`src/sv/rhc_pkg.sv`:
```
// ----------------------------------------------------------------------------
// rhc_pkg
// Shared constants and types for the RGB to HSL converter.
// ----------------------------------------------------------------------------
package rhc_pkg;

  // Default widths of one channel and of the fixed-point fraction
  localparam int CHANNEL_BITS_DEF  = 8;
  localparam int FRACTION_BITS_DEF = 16;

  // Depth of the queue between the classifier and the divider pipeline
  localparam int QUEUE_DEPTH = 4;

  // Valid/ready pair of one internal item channel
  typedef struct packed {
    logic valid;
    logic ready;
  } link_t;

endpackage

```
`src/sv/rgb_to_hsl_converter.sv`:
```
// ----------------------------------------------------------------------------
// rgb_to_hsl_converter
// Converts one RGB pixel to fixed-point hue, saturation and lightness.
// ----------------------------------------------------------------------------
// Input channel: drive red, green, blue and raise push; the item is taken at
// a clock edge with push high and full low.
// Result channel: while empty is low, hue, saturation and lightness hold the
// oldest result; raise pop to take it.
// Throughput: one item per cycle, sustained, while pop stays high. Each
// divider retires one quotient bit per pipeline stage, FRACTION_BITS+1
// stages in all.
// An item passes the classify register, the queue, the divider stages and
// the result register before empty goes low.
// Reset (rst, synchronous) empties the classifier, queue and pipeline.
// When the consumer stalls, the divider pipeline freezes, the queue between
// the classifier and the dividers fills, and then full rises.
// ----------------------------------------------------------------------------
module rgb_to_hsl_converter #(
  parameter int CHANNEL_BITS  = rhc_pkg::CHANNEL_BITS_DEF,
  parameter int FRACTION_BITS = rhc_pkg::FRACTION_BITS_DEF
) (
  input  logic                     clk,
  input  logic                     rst,
  input  logic                     push,
  output logic                     full,
  input  logic [CHANNEL_BITS-1:0]  red,
  input  logic [CHANNEL_BITS-1:0]  green,
  input  logic [CHANNEL_BITS-1:0]  blue,
  output logic                     empty,
  input  logic                     pop,
  output logic [FRACTION_BITS:0]   hue,
  output logic [FRACTION_BITS-1:0] saturation,
  output logic [FRACTION_BITS-1:0] lightness
);

  localparam int W = 4 * CHANNEL_BITS + 5;

  rhc_pkg::link_t f_link;
  logic           q_wr_ready;
  logic [W-1:0]   f_item;
  logic           b_ready;
  logic           q_valid;
  logic [W-1:0]   q_item;

  rhc_front #(.CHANNEL_BITS(CHANNEL_BITS), .W(W)) u_front (
    .clk     (clk),
    .rst     (rst),
    .push    (push),
    .full    (full),
    .red     (red),
    .green   (green),
    .blue    (blue),
    .q_link  (f_link),
    .q_ready (q_wr_ready),
    .item    (f_item)
  );

  rhc_queue #(.W(W), .DEPTH(rhc_pkg::QUEUE_DEPTH)) u_queue (
    .clk        (clk),
    .rst        (rst),
    .wr_link_in (f_link),
    .wr_ready   (q_wr_ready),
    .wr_data    (f_item),
    .rd_ready   (b_ready),
    .rd_valid   (q_valid),
    .rd_data    (q_item)
  );

  rhc_back #(
    .CHANNEL_BITS  (CHANNEL_BITS),
    .FRACTION_BITS (FRACTION_BITS),
    .W             (W)
  ) u_back (
    .clk        (clk),
    .rst        (rst),
    .q_valid    (q_valid),
    .q_ready    (b_ready),
    .item       (q_item),
    .empty      (empty),
    .pop        (pop),
    .hue        (hue),
    .saturation (saturation),
    .lightness  (lightness)
  );

endmodule

```
`src/sv/rhc_div.sv`:
```
// ----------------------------------------------------------------------------
// rhc_div
// Pipelined restoring divider, one quotient bit per stage.
// The caller guarantees dividend < divisor * 2^QW.
// ----------------------------------------------------------------------------
module rhc_div #(
  parameter int NW = 24,
  parameter int DW = 8,
  parameter int QW = 17
) (
  input  logic          clk,
  input  logic          en,
  input  logic [NW-1:0] dividend,
  input  logic [DW-1:0] divisor,
  output logic [QW-1:0] quotient
);

  logic [DW-1:0] s_rem [0:QW-1];
  logic [QW-1:0] s_low [0:QW-1];
  logic [QW-1:0] s_quo [0:QW-1];
  logic [DW-1:0] s_dvs [0:QW-1];
  logic [DW-1:0] rem   [0:QW-1];
  logic [QW-1:0] low   [0:QW-1];
  logic [QW-1:0] quo   [0:QW-1];
  logic [DW-1:0] dvs   [0:QW-1];

  genvar k;
  generate
    for (k = 0; k < QW; k++) begin : g_stage
      logic [DW:0] trial;
      logic        ge;

      // Feed the first stage from the ports, the others from the stage before
      if (k == 0) begin : g_head
        assign s_rem[k] = DW'(dividend >> QW);
        assign s_low[k] = dividend[QW-1:0];
        assign s_quo[k] = '0;
        assign s_dvs[k] = divisor;
      end else begin : g_body
        assign s_rem[k] = rem[k-1];
        assign s_low[k] = low[k-1];
        assign s_quo[k] = quo[k-1];
        assign s_dvs[k] = dvs[k-1];
      end

      // Bring down one bit, subtract when it fits
      assign trial = {s_rem[k], s_low[k][QW-1]};
      assign ge    = trial >= {1'b0, s_dvs[k]};

      always_ff @(posedge clk) begin
        if (en) begin
          rem[k] <= ge ? DW'(trial - {1'b0, s_dvs[k]}) : trial[DW-1:0];
          low[k] <= {s_low[k][QW-2:0], 1'b0};
          quo[k] <= {s_quo[k][QW-2:0], ge};
          dvs[k] <= s_dvs[k];
        end
      end
    end
  endgenerate

  assign quotient = quo[QW-1];

endmodule

```
`src/sv/rhc_queue.sv`:
```
// ----------------------------------------------------------------------------
// rhc_queue
// Short register queue between the classifier and the divider pipeline.
// ----------------------------------------------------------------------------
module rhc_queue #(
  parameter int W     = 37,
  parameter int DEPTH = rhc_pkg::QUEUE_DEPTH
) (
  input  logic            clk,
  input  logic            rst,
  input  rhc_pkg::link_t  wr_link_in,
  output logic            wr_ready,
  input  logic [W-1:0]    wr_data,
  input  logic            rd_ready,
  output logic            rd_valid,
  output logic [W-1:0]    rd_data
);

  localparam int PW = (DEPTH > 1) ? $clog2(DEPTH) : 1;
  localparam int CW = $clog2(DEPTH + 1);

  logic [W-1:0]  slots [0:DEPTH-1];
  logic [PW-1:0] wr_ptr;
  logic [PW-1:0] rd_ptr;
  logic [CW-1:0] count;
  logic          wr;
  logic          rd;

  assign wr_ready = count != CW'(DEPTH);
  assign rd_valid = count != '0;
  assign wr       = wr_link_in.valid && wr_ready;
  assign rd       = rd_ready && rd_valid;
  assign rd_data  = slots[rd_ptr];

  // Store an item at the write pointer
  always_ff @(posedge clk) begin
    if (wr) begin
      slots[wr_ptr] <= wr_data;
    end
  end

  // Advance pointers and count
  always_ff @(posedge clk) begin
    if (rst) begin
      wr_ptr <= '0;
      rd_ptr <= '0;
      count  <= '0;
    end else begin
      if (wr) begin
        wr_ptr <= (wr_ptr == PW'(DEPTH - 1)) ? '0 : PW'(wr_ptr + 1'b1);
      end
      if (rd) begin
        rd_ptr <= (rd_ptr == PW'(DEPTH - 1)) ? '0 : PW'(rd_ptr + 1'b1);
      end
      if (wr && !rd) begin
        count <= CW'(count + 1'b1);
      end else if (rd && !wr) begin
        count <= CW'(count - 1'b1);
      end
    end
  end

  a_count_range: assert property (@(posedge clk) disable iff (rst)
    count <= CW'(DEPTH)) else $error("queue count beyond depth");

  a_count_up: assert property (@(posedge clk) disable iff (rst)
    (wr && !rd) |=> count == CW'($past(count) + 1'b1)) else $error("queue lost a write");

  a_count_down: assert property (@(posedge clk) disable iff (rst)
    (rd && !wr) |=> count == CW'($past(count) - 1'b1)) else $error("queue lost a read");

endmodule

```
`src/sv/rhc_front.sv`:
```
// ----------------------------------------------------------------------------
// rhc_front
// Accept a pixel, find max and min, and form the sextant numerator and
// the saturation divisor the back end needs.
// ----------------------------------------------------------------------------
module rhc_front #(
  parameter int CHANNEL_BITS = rhc_pkg::CHANNEL_BITS_DEF,
  parameter int W            = 4 * CHANNEL_BITS + 5
) (
  input  logic                    clk,
  input  logic                    rst,
  input  logic                    push,
  output logic                    full,
  input  logic [CHANNEL_BITS-1:0] red,
  input  logic [CHANNEL_BITS-1:0] green,
  input  logic [CHANNEL_BITS-1:0] blue,
  output rhc_pkg::link_t          q_link,
  input  logic                    q_ready,
  output logic [W-1:0]            item
);

  localparam int CB = CHANNEL_BITS;
  localparam logic [CB:0] CMAX = {1'b0, {CB{1'b1}}};

  logic          valid;
  logic          accept;
  logic [CB-1:0] v;
  logic [CB-1:0] m;
  logic [CB-1:0] vm;
  logic [CB:0]   sum;
  logic [CB-1:0] den;
  logic [CB+2:0] vm3;
  logic [CB+2:0] vm5;
  logic [CB+2:0] num;
  logic          gray;

  assign full   = valid && !q_ready;
  assign accept = push && !full;

  // Classify the pixel
  always_comb begin
    v = (red > green) ? red : green;
    if (blue > v) v = blue;
    m = (red < green) ? red : green;
    if (blue < m) m = blue;
    vm   = v - m;
    sum  = {1'b0, v} + {1'b0, m};
    den  = (sum <= CMAX) ? sum[CB-1:0] : CB'((CMAX << 1) - sum);
    vm3  = (CB+3)'({vm, 1'b0}) + (CB+3)'(vm);
    vm5  = (CB+3)'({vm, 2'b0}) + (CB+3)'(vm);
    gray = v == m;
    if (red == v) begin
      num = (green == m) ? vm5 + (CB+3)'(v - blue) : (CB+3)'(vm - (v - green));
    end else if (green == v) begin
      num = (blue == m) ? (CB+3)'(vm) + (CB+3)'(v - red) : vm3 - (CB+3)'(v - blue);
    end else begin
      num = (red == m) ? vm3 + (CB+3)'(v - green) : vm5 - (CB+3)'(v - red);
    end
  end

  // Hold the classified item until the queue takes it
  always_ff @(posedge clk) begin
    if (rst) begin
      valid <= 1'b0;
    end else if (accept) begin
      valid <= 1'b1;
    end else if (q_ready) begin
      valid <= 1'b0;
    end
  end

  always_ff @(posedge clk) begin
    if (accept) begin
      item <= {gray, vm, sum, den, num};
    end
  end

  assign q_link.valid = valid;
  assign q_link.ready = q_ready;

endmodule

```
`src/sv/rhc_back.sv`:
```
// ----------------------------------------------------------------------------
// rhc_back
// Divider pipeline for hue and saturation, a matching delay line for
// lightness, and the result register seen by the consumer.
// ----------------------------------------------------------------------------
module rhc_back #(
  parameter int CHANNEL_BITS  = rhc_pkg::CHANNEL_BITS_DEF,
  parameter int FRACTION_BITS = rhc_pkg::FRACTION_BITS_DEF,
  parameter int W             = 4 * CHANNEL_BITS + 5
) (
  input  logic                     clk,
  input  logic                     rst,
  input  logic                     q_valid,
  output logic                     q_ready,
  input  logic [W-1:0]             item,
  output logic                     empty,
  input  logic                     pop,
  output logic [FRACTION_BITS:0]   hue,
  output logic [FRACTION_BITS-1:0] saturation,
  output logic [FRACTION_BITS-1:0] lightness
);

  localparam int CB = CHANNEL_BITS;
  localparam int FB = FRACTION_BITS;
  localparam int QW = FB + 1;

  // Lightness is sum * (2^FB - 1) / (2 * (2^CB - 1)); take it as a
  // multiply by a rounded-up reciprocal, exact for every sum up to 2C
  localparam int LS = 2 * CB + 2;
  localparam int KW = CB + FB + 2;
  localparam int PW = CB + 1 + KW;
  localparam longint unsigned FONE   = (64'd1 << FB) - 64'd1;
  localparam longint unsigned TWO_CV = (64'd1 << (CB + 1)) - 64'd2;
  localparam longint unsigned LIG_K  = (((64'd1 << LS) * FONE) + TWO_CV - 64'd1) / TWO_CV;

  logic          en;
  logic          take;
  logic          out_valid;
  logic [QW-1:0] vld_pipe;
  logic [QW-1:0] gray_pipe;
  logic [CB:0]   sum_pipe [0:QW-1];
  logic          gray;
  logic [CB-1:0] vm;
  logic [CB:0]   sum;
  logic [CB-1:0] den;
  logic [CB+2:0] num;
  logic [CB+2:0] vm6;
  logic [QW-1:0] hue_q;
  logic [QW-1:0] sat_q;
  logic [PW-1:0] lig_prod;

  assign {gray, vm, sum, den, num} = item;
  assign vm6 = (CB+3)'({vm, 2'b0}) + (CB+3)'({vm, 1'b0});

  // Advance the whole pipeline unless the result waits for the consumer
  assign en      = !out_valid || pop;
  assign q_ready = en;
  assign take    = en && q_valid;
  assign empty   = !out_valid;

  rhc_div #(.NW(CB + 3 + FB), .DW(CB + 3), .QW(QW)) u_hue_div (
    .clk      (clk),
    .en       (en),
    .dividend ({num, {FB{1'b0}}}),
    .divisor  (vm6),
    .quotient (hue_q)
  );

  rhc_div #(.NW(CB + FB), .DW(CB), .QW(QW)) u_sat_div (
    .clk      (clk),
    .en       (en),
    .dividend ((CB+FB)'({vm, {FB{1'b0}}}) - (CB+FB)'(vm)),
    .divisor  (den),
    .quotient (sat_q)
  );

  // Track item valid and gray flag alongside the dividers
  always_ff @(posedge clk) begin
    if (rst) begin
      vld_pipe  <= '0;
      out_valid <= 1'b0;
    end else if (en) begin
      vld_pipe  <= {vld_pipe[QW-2:0], take};
      out_valid <= vld_pipe[QW-1];
    end
  end

  always_ff @(posedge clk) begin
    if (en) begin
      gray_pipe <= {gray_pipe[QW-2:0], gray};
    end
  end

  // Delay the channel sum so lightness lines up with the dividers
  always_ff @(posedge clk) begin
    if (en) begin
      sum_pipe[0] <= sum;
      for (int i = 1; i < QW; i++) begin
        sum_pipe[i] <= sum_pipe[i-1];
      end
    end
  end

  assign lig_prod = PW'(sum_pipe[QW-1]) * PW'(LIG_K[KW-1:0]);

  // Load the result register, force gray pixels to zero hue and saturation
  always_ff @(posedge clk) begin
    if (en) begin
      hue        <= gray_pipe[QW-1] ? '0 : hue_q;
      saturation <= gray_pipe[QW-1] ? '0 : sat_q[FB-1:0];
      lightness  <= lig_prod[LS +: FB];
    end
  end

  a_hue_range: assert property (@(posedge clk) disable iff (rst)
    out_valid |-> hue <= {1'b1, {FB{1'b0}}}) else $error("hue beyond one turn");

  a_hold_result: assert property (@(posedge clk) disable iff (rst)
    (out_valid && !pop) |=> out_valid) else $error("waiting result dropped");

  a_take_space: assert property (@(posedge clk) disable iff (rst)
    take |-> (!out_valid || pop)) else $error("item taken while pipeline stalled");

endmodule

```
`config.mk`:
```
export PLATFORM = sky130hd
export DESIGN_NAME = rgb_to_hsl_converter
export DESIGN_NICKNAME = d
export VERILOG_FILES = /design/src/sv/rhc_pkg.sv /design/src/sv/rgb_to_hsl_converter.sv /design/src/sv/rhc_div.sv /design/src/sv/rhc_queue.sv /design/src/sv/rhc_front.sv /design/src/sv/rhc_back.sv
export SDC_FILE = /design/constraint.sdc
export NUM_CORES = 2
export LEC_CHECK = 0
export ABC_AREA = 1
export BUFFER_PORTS_ARGS = -buffer_cell sky130_fd_sc_hd__buf_2
export CORE_MARGIN = 2
export CORE_UTILIZATION = 57
export DETAILED_ROUTE_END_ITERATION = 16
export GPL_TIMING_DRIVEN = 0
export PLACE_DENSITY = 0.7
export SYNTH_ARGS = -nofsm -noshare
export SYNTH_HDL_FRONTEND = slang
export SYNTH_SLANG_ARGS = --single-unit
```
`constraint.sdc`:
```
create_clock -name clk -period 51.5 [get_ports clk]
set_input_delay 10.3 -clock clk [delete_from_list [all_inputs] [get_ports clk]]
set_output_delay 10.3 -clock clk [all_outputs]
set_load 0.03 [all_outputs]
```
======== Word-level counts from Yosys, hierarchy flattened ========
Memories as Yosys holds them, arrays and structs flattened. A register that Yosys moved wholly into a read port is not among the register bits.
Cells that the tools add are included.
word-level totals
  word-level logic and storage cells ...... 193
  register bits after elaboration ......... 96
  memories ................................ 10
  input bits .............................. 28
  output and inout bits ................... 51
  memory bits (writable) .................. 2069
memories
  name                  words  bits a word  rd ports  clocked after Yosys merged registers in  write ports  line           source
  u_back.u_hue_div.quo  17     17           17        1                                        17           rhc_div.sv:24  logic [QW-1:0] quo [0:QW-1];
  u_back.u_sat_div.quo  17     17           17        1                                        17           rhc_div.sv:24
  u_back.u_hue_div.low  17     16           16        0                                        17           rhc_div.sv:23  logic [QW-1:0] low [0:QW-1];
  u_back.u_sat_div.low  17     16           16        0                                        17           rhc_div.sv:23
  u_back.u_hue_div.dvs  17     11           16        0                                        17           rhc_div.sv:25  logic [DW-1:0] dvs [0:QW-1];
  u_back.u_hue_div.rem  17     11           16        0                                        17           rhc_div.sv:22  logic [DW-1:0] rem [0:QW-1];
  4 more memories       --     --           --        --                                       --           --
cells by class
  equal/unequal tests ..................... 9
  reduce and logical (&&, ||, !) cells .... 15
  multiply operators ...................... 1
  mux-type cells .......................... 56
  $add $sub $neg .......................... 54
  magnitude comparators ................... 39
operators with widths
  cell                  count
  $mux 11               22
  $sub 11x11->11        19
  $ge 12x11->1          16
  $mux 8                22
  $ge 9x8->1            16
  $sub 8x8->8           18
  $eq 8x8->1            6
  $sub 8x8->9           3
  $sub 24x8->24         1
  $add 11x11->11        2
  $mul 9x9->17 const B  1
  $gt 8x8->1            2
  $lt 8x8->1            2
  $add 10x8->11         1
  $add 10x9->11         1
  $add 8x11->11         1
  $ge 11x11->1          1
  $sub 8x11->11         1
  $add 9x8->10          1
  $add 8x8->9           1
  $le 9x8->1 const B    1
  $ge 8x8->1            1
  $mux 2                4
  $sub 8x8->8 const A   1
  12 further kinds      30

======== Depth between registers and ports, before layout ========
  word-level depth ........................ 10
  mapped depth ............................ 57
  depth with buffers taken out ............ 54

======== Cells and area by module ========
A second synthesis with hierarchy kept.
unflattened totals
  cell total of the unflattened synthesis .. 7793
  area, all modules ....................... 82818.2 sq um
by module, submodules not included
  module                      area each (sq um)  cells each  seq. area each (sq um)  times used
  rhc_div (u_back.u_hue_div)  34593.2            3325        19248.5                 1
  rhc_div (u_back.u_sat_div)  25892.3            2333        16365.7                 1
  rhc_back                    8450.6             525         6936.7                  1
  rhc_front                   7900.1             1183        1071.0                  1
  rhc_queue                   5982.0             427         4624.4                  1

======== Worst setup path after synthesis ========
OpenSTA, ideal clock, no wires.
  kind .................................... input to register
  from .................................... in pop
  to ...................................... reg u_back.gray_pipe[0], enable pin
  setup time .............................. 1.968 ns
  path buffers ............................ 1
  setup slack ............................. 7.875 ns
  stages on the path ...................... 3
  data arrival time ....................... 41.657 ns
  data required time ...................... 49.532 ns
  cell sequence ........................... nor2_1 -> clkinv_1 -> clkbuf_1
between the ends
  cells in the longest elaborated chain, start to end .. 1
ends and longest elaborated chain
  item                  line                        source
  start, declared       rgb_to_hsl_converter.sv:30  input logic pop,
  $logic_or 1x1->1      rhc_back.sv:56              assign en = !out_valid || pop;
  named net b_ready     rgb_to_hsl_converter.sv:41  logic b_ready;
  end signal, assigned  rhc_back.sv:90              gray_pipe <= {gray_pipe[QW-2:0], gray};
  end, declared         rhc_back.sv:40              logic [QW-1:0] gray_pipe;
The timed path passes the listed nets, and every way through them passes these cells.
A chain may end at the register's enable or synchronous reset.

======== Final worst setup path ========
  from .................................... in green[1]
  to ...................................... reg u_front.item[9] (data pin)
between the ends
  cells in the longest elaborated chain, start to end .. 10
  elaborated cells between the ends (all ways) .. 30
  classes of those cells .................. add/sub (12); order compare (4); eq/ne (5); mux (9)
ends and longest elaborated chain
  item                                           line                              source
  start, declared                                rgb_to_hsl_converter.sv:27        input logic [CHANNEL_BITS-1:0] green,
  $gt 8x8->1 or $lt 8x8->1 (tied branches)       rhc_front.sv:42, rhc_front.sv:44
  $mux 8, on equally long branches               rhc_front.sv:42, rhc_front.sv:44
  $gt 8x8->1 or $lt 8x8->1 (tied branches)       rhc_front.sv:43, rhc_front.sv:45
  $mux 8, on equally long branches               rhc_front.sv:43, rhc_front.sv:45
  $sub 8x8->8 (*)                                rhc_front.sv:46                   vm = v - m;
  named net u_front.vm[1]                        rhc_front.sv:29                   logic [CB-1:0] vm;
  $add 10x8->11 or $add 9x8->10 (tied branches)  rhc_front.sv:50, rhc_front.sv:49
  $sub 11x11->11, or another cell as far along   rhc_front.sv:57                   num = (red == m) ? vm3 + (CB+3)'(v - green) : vm5 - (CB+3)'(v - red);
  $mux 11, on equally long branches              rhc_front.sv:57, rhc_front.sv:55
  $mux 11                                        rhc_front.sv:54                   end else if (green == v) begin
  $mux 11 (*)                                    rhc_front.sv:52                   if (red == v) begin
  named net u_front.num[9]                       rhc_front.sv:34                   logic [CB+2:0] num;
  end signal, assigned                           rhc_front.sv:74                   item <= {gray, vm, sum, den, num};
  end, declared                                  rhc_front.sv:19                   output logic [W-1:0] item
Mark *: on every way through the listed nets, which the timed path passes. The rest lies on a longest branch.

==> impl_metrics.toml <==
[setup_path]
path_delay_family = "adder cells"
required_ps = 51950
cp_slowest_cell = "fa_1"
path_class = "in -> reg"
crit_top_cell = "nand2_1"
r2r_cells = 26
critPathMaxStageDelay_ps = 820
r2r-end = "u_back.u_sat_div.rem[0][4]"
reg2reg_slack_ps = 45490
start_kind = "primary input"
critPathArrivalTime_ps = 19010
end_kind = "flip-flop"
critPathBufInv = 9
crit_fanout = 10

[logic_synthesis]
synth.top_cells.by_count = "1329 x edfxtp_1, 734 x inv_1, 681 x nand2_1"
synth_cell_types = 58
yosysWarnings = 0
synth_async_sr_flop_share_pct = 0
synthTopCellsByArea = "edfxtp_1 62%, ha_1 8.9%, inv_1 4.3%"
netlist_area_sq_um = 64300
ys.flop_type = "edfxtp_1"
yosysMostFrequentCell = "edfxtp_1"
synth_cells = 5392
synth-edff-count = 1329
synth_top_area_share_pct = 62.07
synth.yosys.seq_area_share_pct = 62.94
ys_ff_latch = 1357
synth_nets = 5922
synth_area_leader_cell = "edfxtp_1"
avgSynthCellArea_sq_um = 11.92

[cells_and_area]
final-instance-count-excl-fill = 7235
diodes = 0
final_area_sq_um = 71420
drive_above_1_share_pct = 6.382
final_util_pct = 63.66
area_growth_pct = 11.09
fillCellCount = 8292
final_nets = 6159

[clock_tree]
h-tree-depth = 4
cts_tree = "done"
cts_sinks = 1357
hold_buffers = 0
cts_setup_buffers = 0
cts_buffers = 135
clock_path_buffers = 3
cts_resized = 0
clk_latency_ps = 740
clk_pin_slew_worst_paths_ps = 60
root_buffer = "clkbuf_16"

[worst_hold_path]
hold_start = "u_back.u_hue_div.quo[4][1]"
hold_path.class = "reg -> reg"
hold_depth = 0
hold_end = "u_back.u_hue_div.quo[5][2]"

[sta]
rsz0062_at_grt = "no"
max_freq_ghz = 0.05387
relSlewSlack_pct = 10.06
period_needed_ps = 18560
fin_crit_sh_pct = 36.05
worst-slew-pin-transition_ps = 1337
hold_ws_ps = 401.5
hold_violations = 0
worst_clock_skew_ps = 25.75
finalMaxSlewViolations = 0
setup_viol = 0

[detailed_routing]
first_pass_iters = 6
ant_nets = 0
via_count = 38554
avgRoutedWirePerCell_um = 15.91
drcViolationCount = 0
drt_iter0_drc = 2654
wl_mm = 115.1
avgViaCountPerCell = 5.329

[floorplanning]
coreArea_sq_um = 112200
io_pins = 79
die_w_um = 339.9
die_area_sq_um = 115500
start_util_pct = 57.31
num_rows = 123
die_h_um = 339.9

[global_routing]
overflow = 0
grt_max_degree = 76
grt_util_met3_pct = 3.145
antenna_found_initial = 1
use_met2_pct = 36.79
grt_pass1_wl_mm = 187.4
top_usage_layer = "met2"
grt_use_total_pct = 20.09
grt_pass1_vias = 38348
grtUsageMet1_pct = 23.41

[placement]
place_inst = 6991
place_hpwl_mm = 84.41
placed_area_sq_um = 67150
place_congestion = 0.9442
portBuffers = 77

[run]
max-cap-violations = 0

[run_status]
status = "finished clean"
==> flip-flops by register name (all words and copies together), names as in the netlist, named ones only <==
name	cells
u_back.lightness	16
u_back.out_valid	1
u_back.sum_pipe	137
u_queue.rd_ptr	2
u_back.u_hue_div.dvs	130
u_back.u_hue_div.quo	153
u_queue.wr_ptr	2
u_back.u_sat_div.quo	136
u_back.u_hue_div.rem	161
u_back.u_sat_div.dvs	112
u_back.u_sat_div.low	131
u_back.u_sat_div.rem	128
u_queue.slots	140
u_front.valid	1
u_back.gray_pipe	17
u_front.item	35
u_back.vld_pipe	17
u_back.hue	17
u_queue.count	3
u_back.saturation	16
==> metal layers <==
layer	part of all wire [%]	wire length [um]
met4	3.6	4114
met5	0.012	14
met3	4.1	4672
met1	40	46480
met2	52	59860
==> worst register-to-register path: stages, from the launching register on <==
cell	delay, ps
dfxtp_1	360
clkbuf_1	340
inv_1	230
clkbuf_1	290
clkbuf_1	360
nand2_1	140
nand3_1	70
nand2_1	310
ha_1	250
inv_1	60
nor2_1	160
nand2_1	100
nor2_1	370
nand2_1	170
nand2_1	110
xor2_1	290
ha_1	340
nand2_1	80
inv_1	50
a221o_1	330
nand3_1	80
nand2_1	70
inv_1	80
o221ai_1	120
a21oi_1	470
clkbuf_1	350
o21ai_0	170
==> layout make-up <==
class	instances	area, sq um	area share [%]
flip-flops and latches	1357	40470	56.66
multi-input cells	3211	20750	29.06
clock buffers	164	3518	4.926
inverters	747	2806	3.929
well taps	1500	1877	2.628
repair buffers	100	965.9	1.352
clock inverters	79	726.9	1.018
plain buffers	77	307.8	0.4309
==> how the worst max path moves through the flow <==
| stage | from | endpoint | cells past startpoint |
|---|---|---|---|
| after detailed placement | green[1] | u_front.item[9] | 46 |
| after global routing | green[1] | u_front.item[9] | 47 |
| final | green[1] | u_front.item[9] | 44 |
| after global placement | pop | u_back.saturation[6] | 4 |
| after CTS | green[1] | u_front.item[9] | 46 |
| after floorplan | pop | u_back.gray_pipe[0] | 3 |
==> placed cells by master, fill, tap and decap left out, types with 11 or more instances in the layout <==
cell type  netlist  layout
dfxtp_1         28      28
buf_2            3      80
xnor2_1         90      90
clkbuf_1        67      93
a211oi_1        40      40
clkinv_2         0      19
inv_1          734     733
nor2_1         453     449
nand3_1        153     153
nor3_1          36      36
edfxtp_1      1329    1329
and2_1          12      12
o21bai_1        35      35
a21oi_1        399     399
clkbuf_16        0     136
o211ai_1        14      14
nand4_1         34      34
o22ai_1         22      22
buf_16           0      16
clkinv_1         8      44
a32oi_1         12      12
xor2_1         220     220
o221ai_1        11      11
o21ai_0        339     339
nand2_1        681     681
nor4_1          16      15
nand2_2         34      34
a21o_1          15      15
ha_1           455     455
fa_1            47      47
==> kinds of logic (layout without fill, tap and decap cells) <==
| family | count (synthesis) | in the layout | synth area share (%) |
|---|---|---|---|
| adder cells (fa/ha/maj) | 502 | 502 | 10.32 |
| AO/OA/AOI/OAI | 939 | 939 | 8.082 |
| multiplexers | 2 | 2 | 0.03308 |
| flip-flops | 1357 | 1357 | 62.94 |
| AND/OR/NAND/NOR | 1458 | 1458 | 9.566 |
| buffers and inverters | 824 | 1167 | 4.838 |
| XOR/XNOR | 310 | 310 | 4.223 |
==> metrics by stage <==
step                setup slack, ps  TNS (ps)
floorplan                      7875         0
global placement              -2786  -2958680
detailed placement            32270         0
CTS                           33040         0
global route                  32110         0
finish                        32940         0
Power is left out: the tool's default activity adds up to more than one toggle a clock period on the data nets, which glitch-free logic cannot reach.
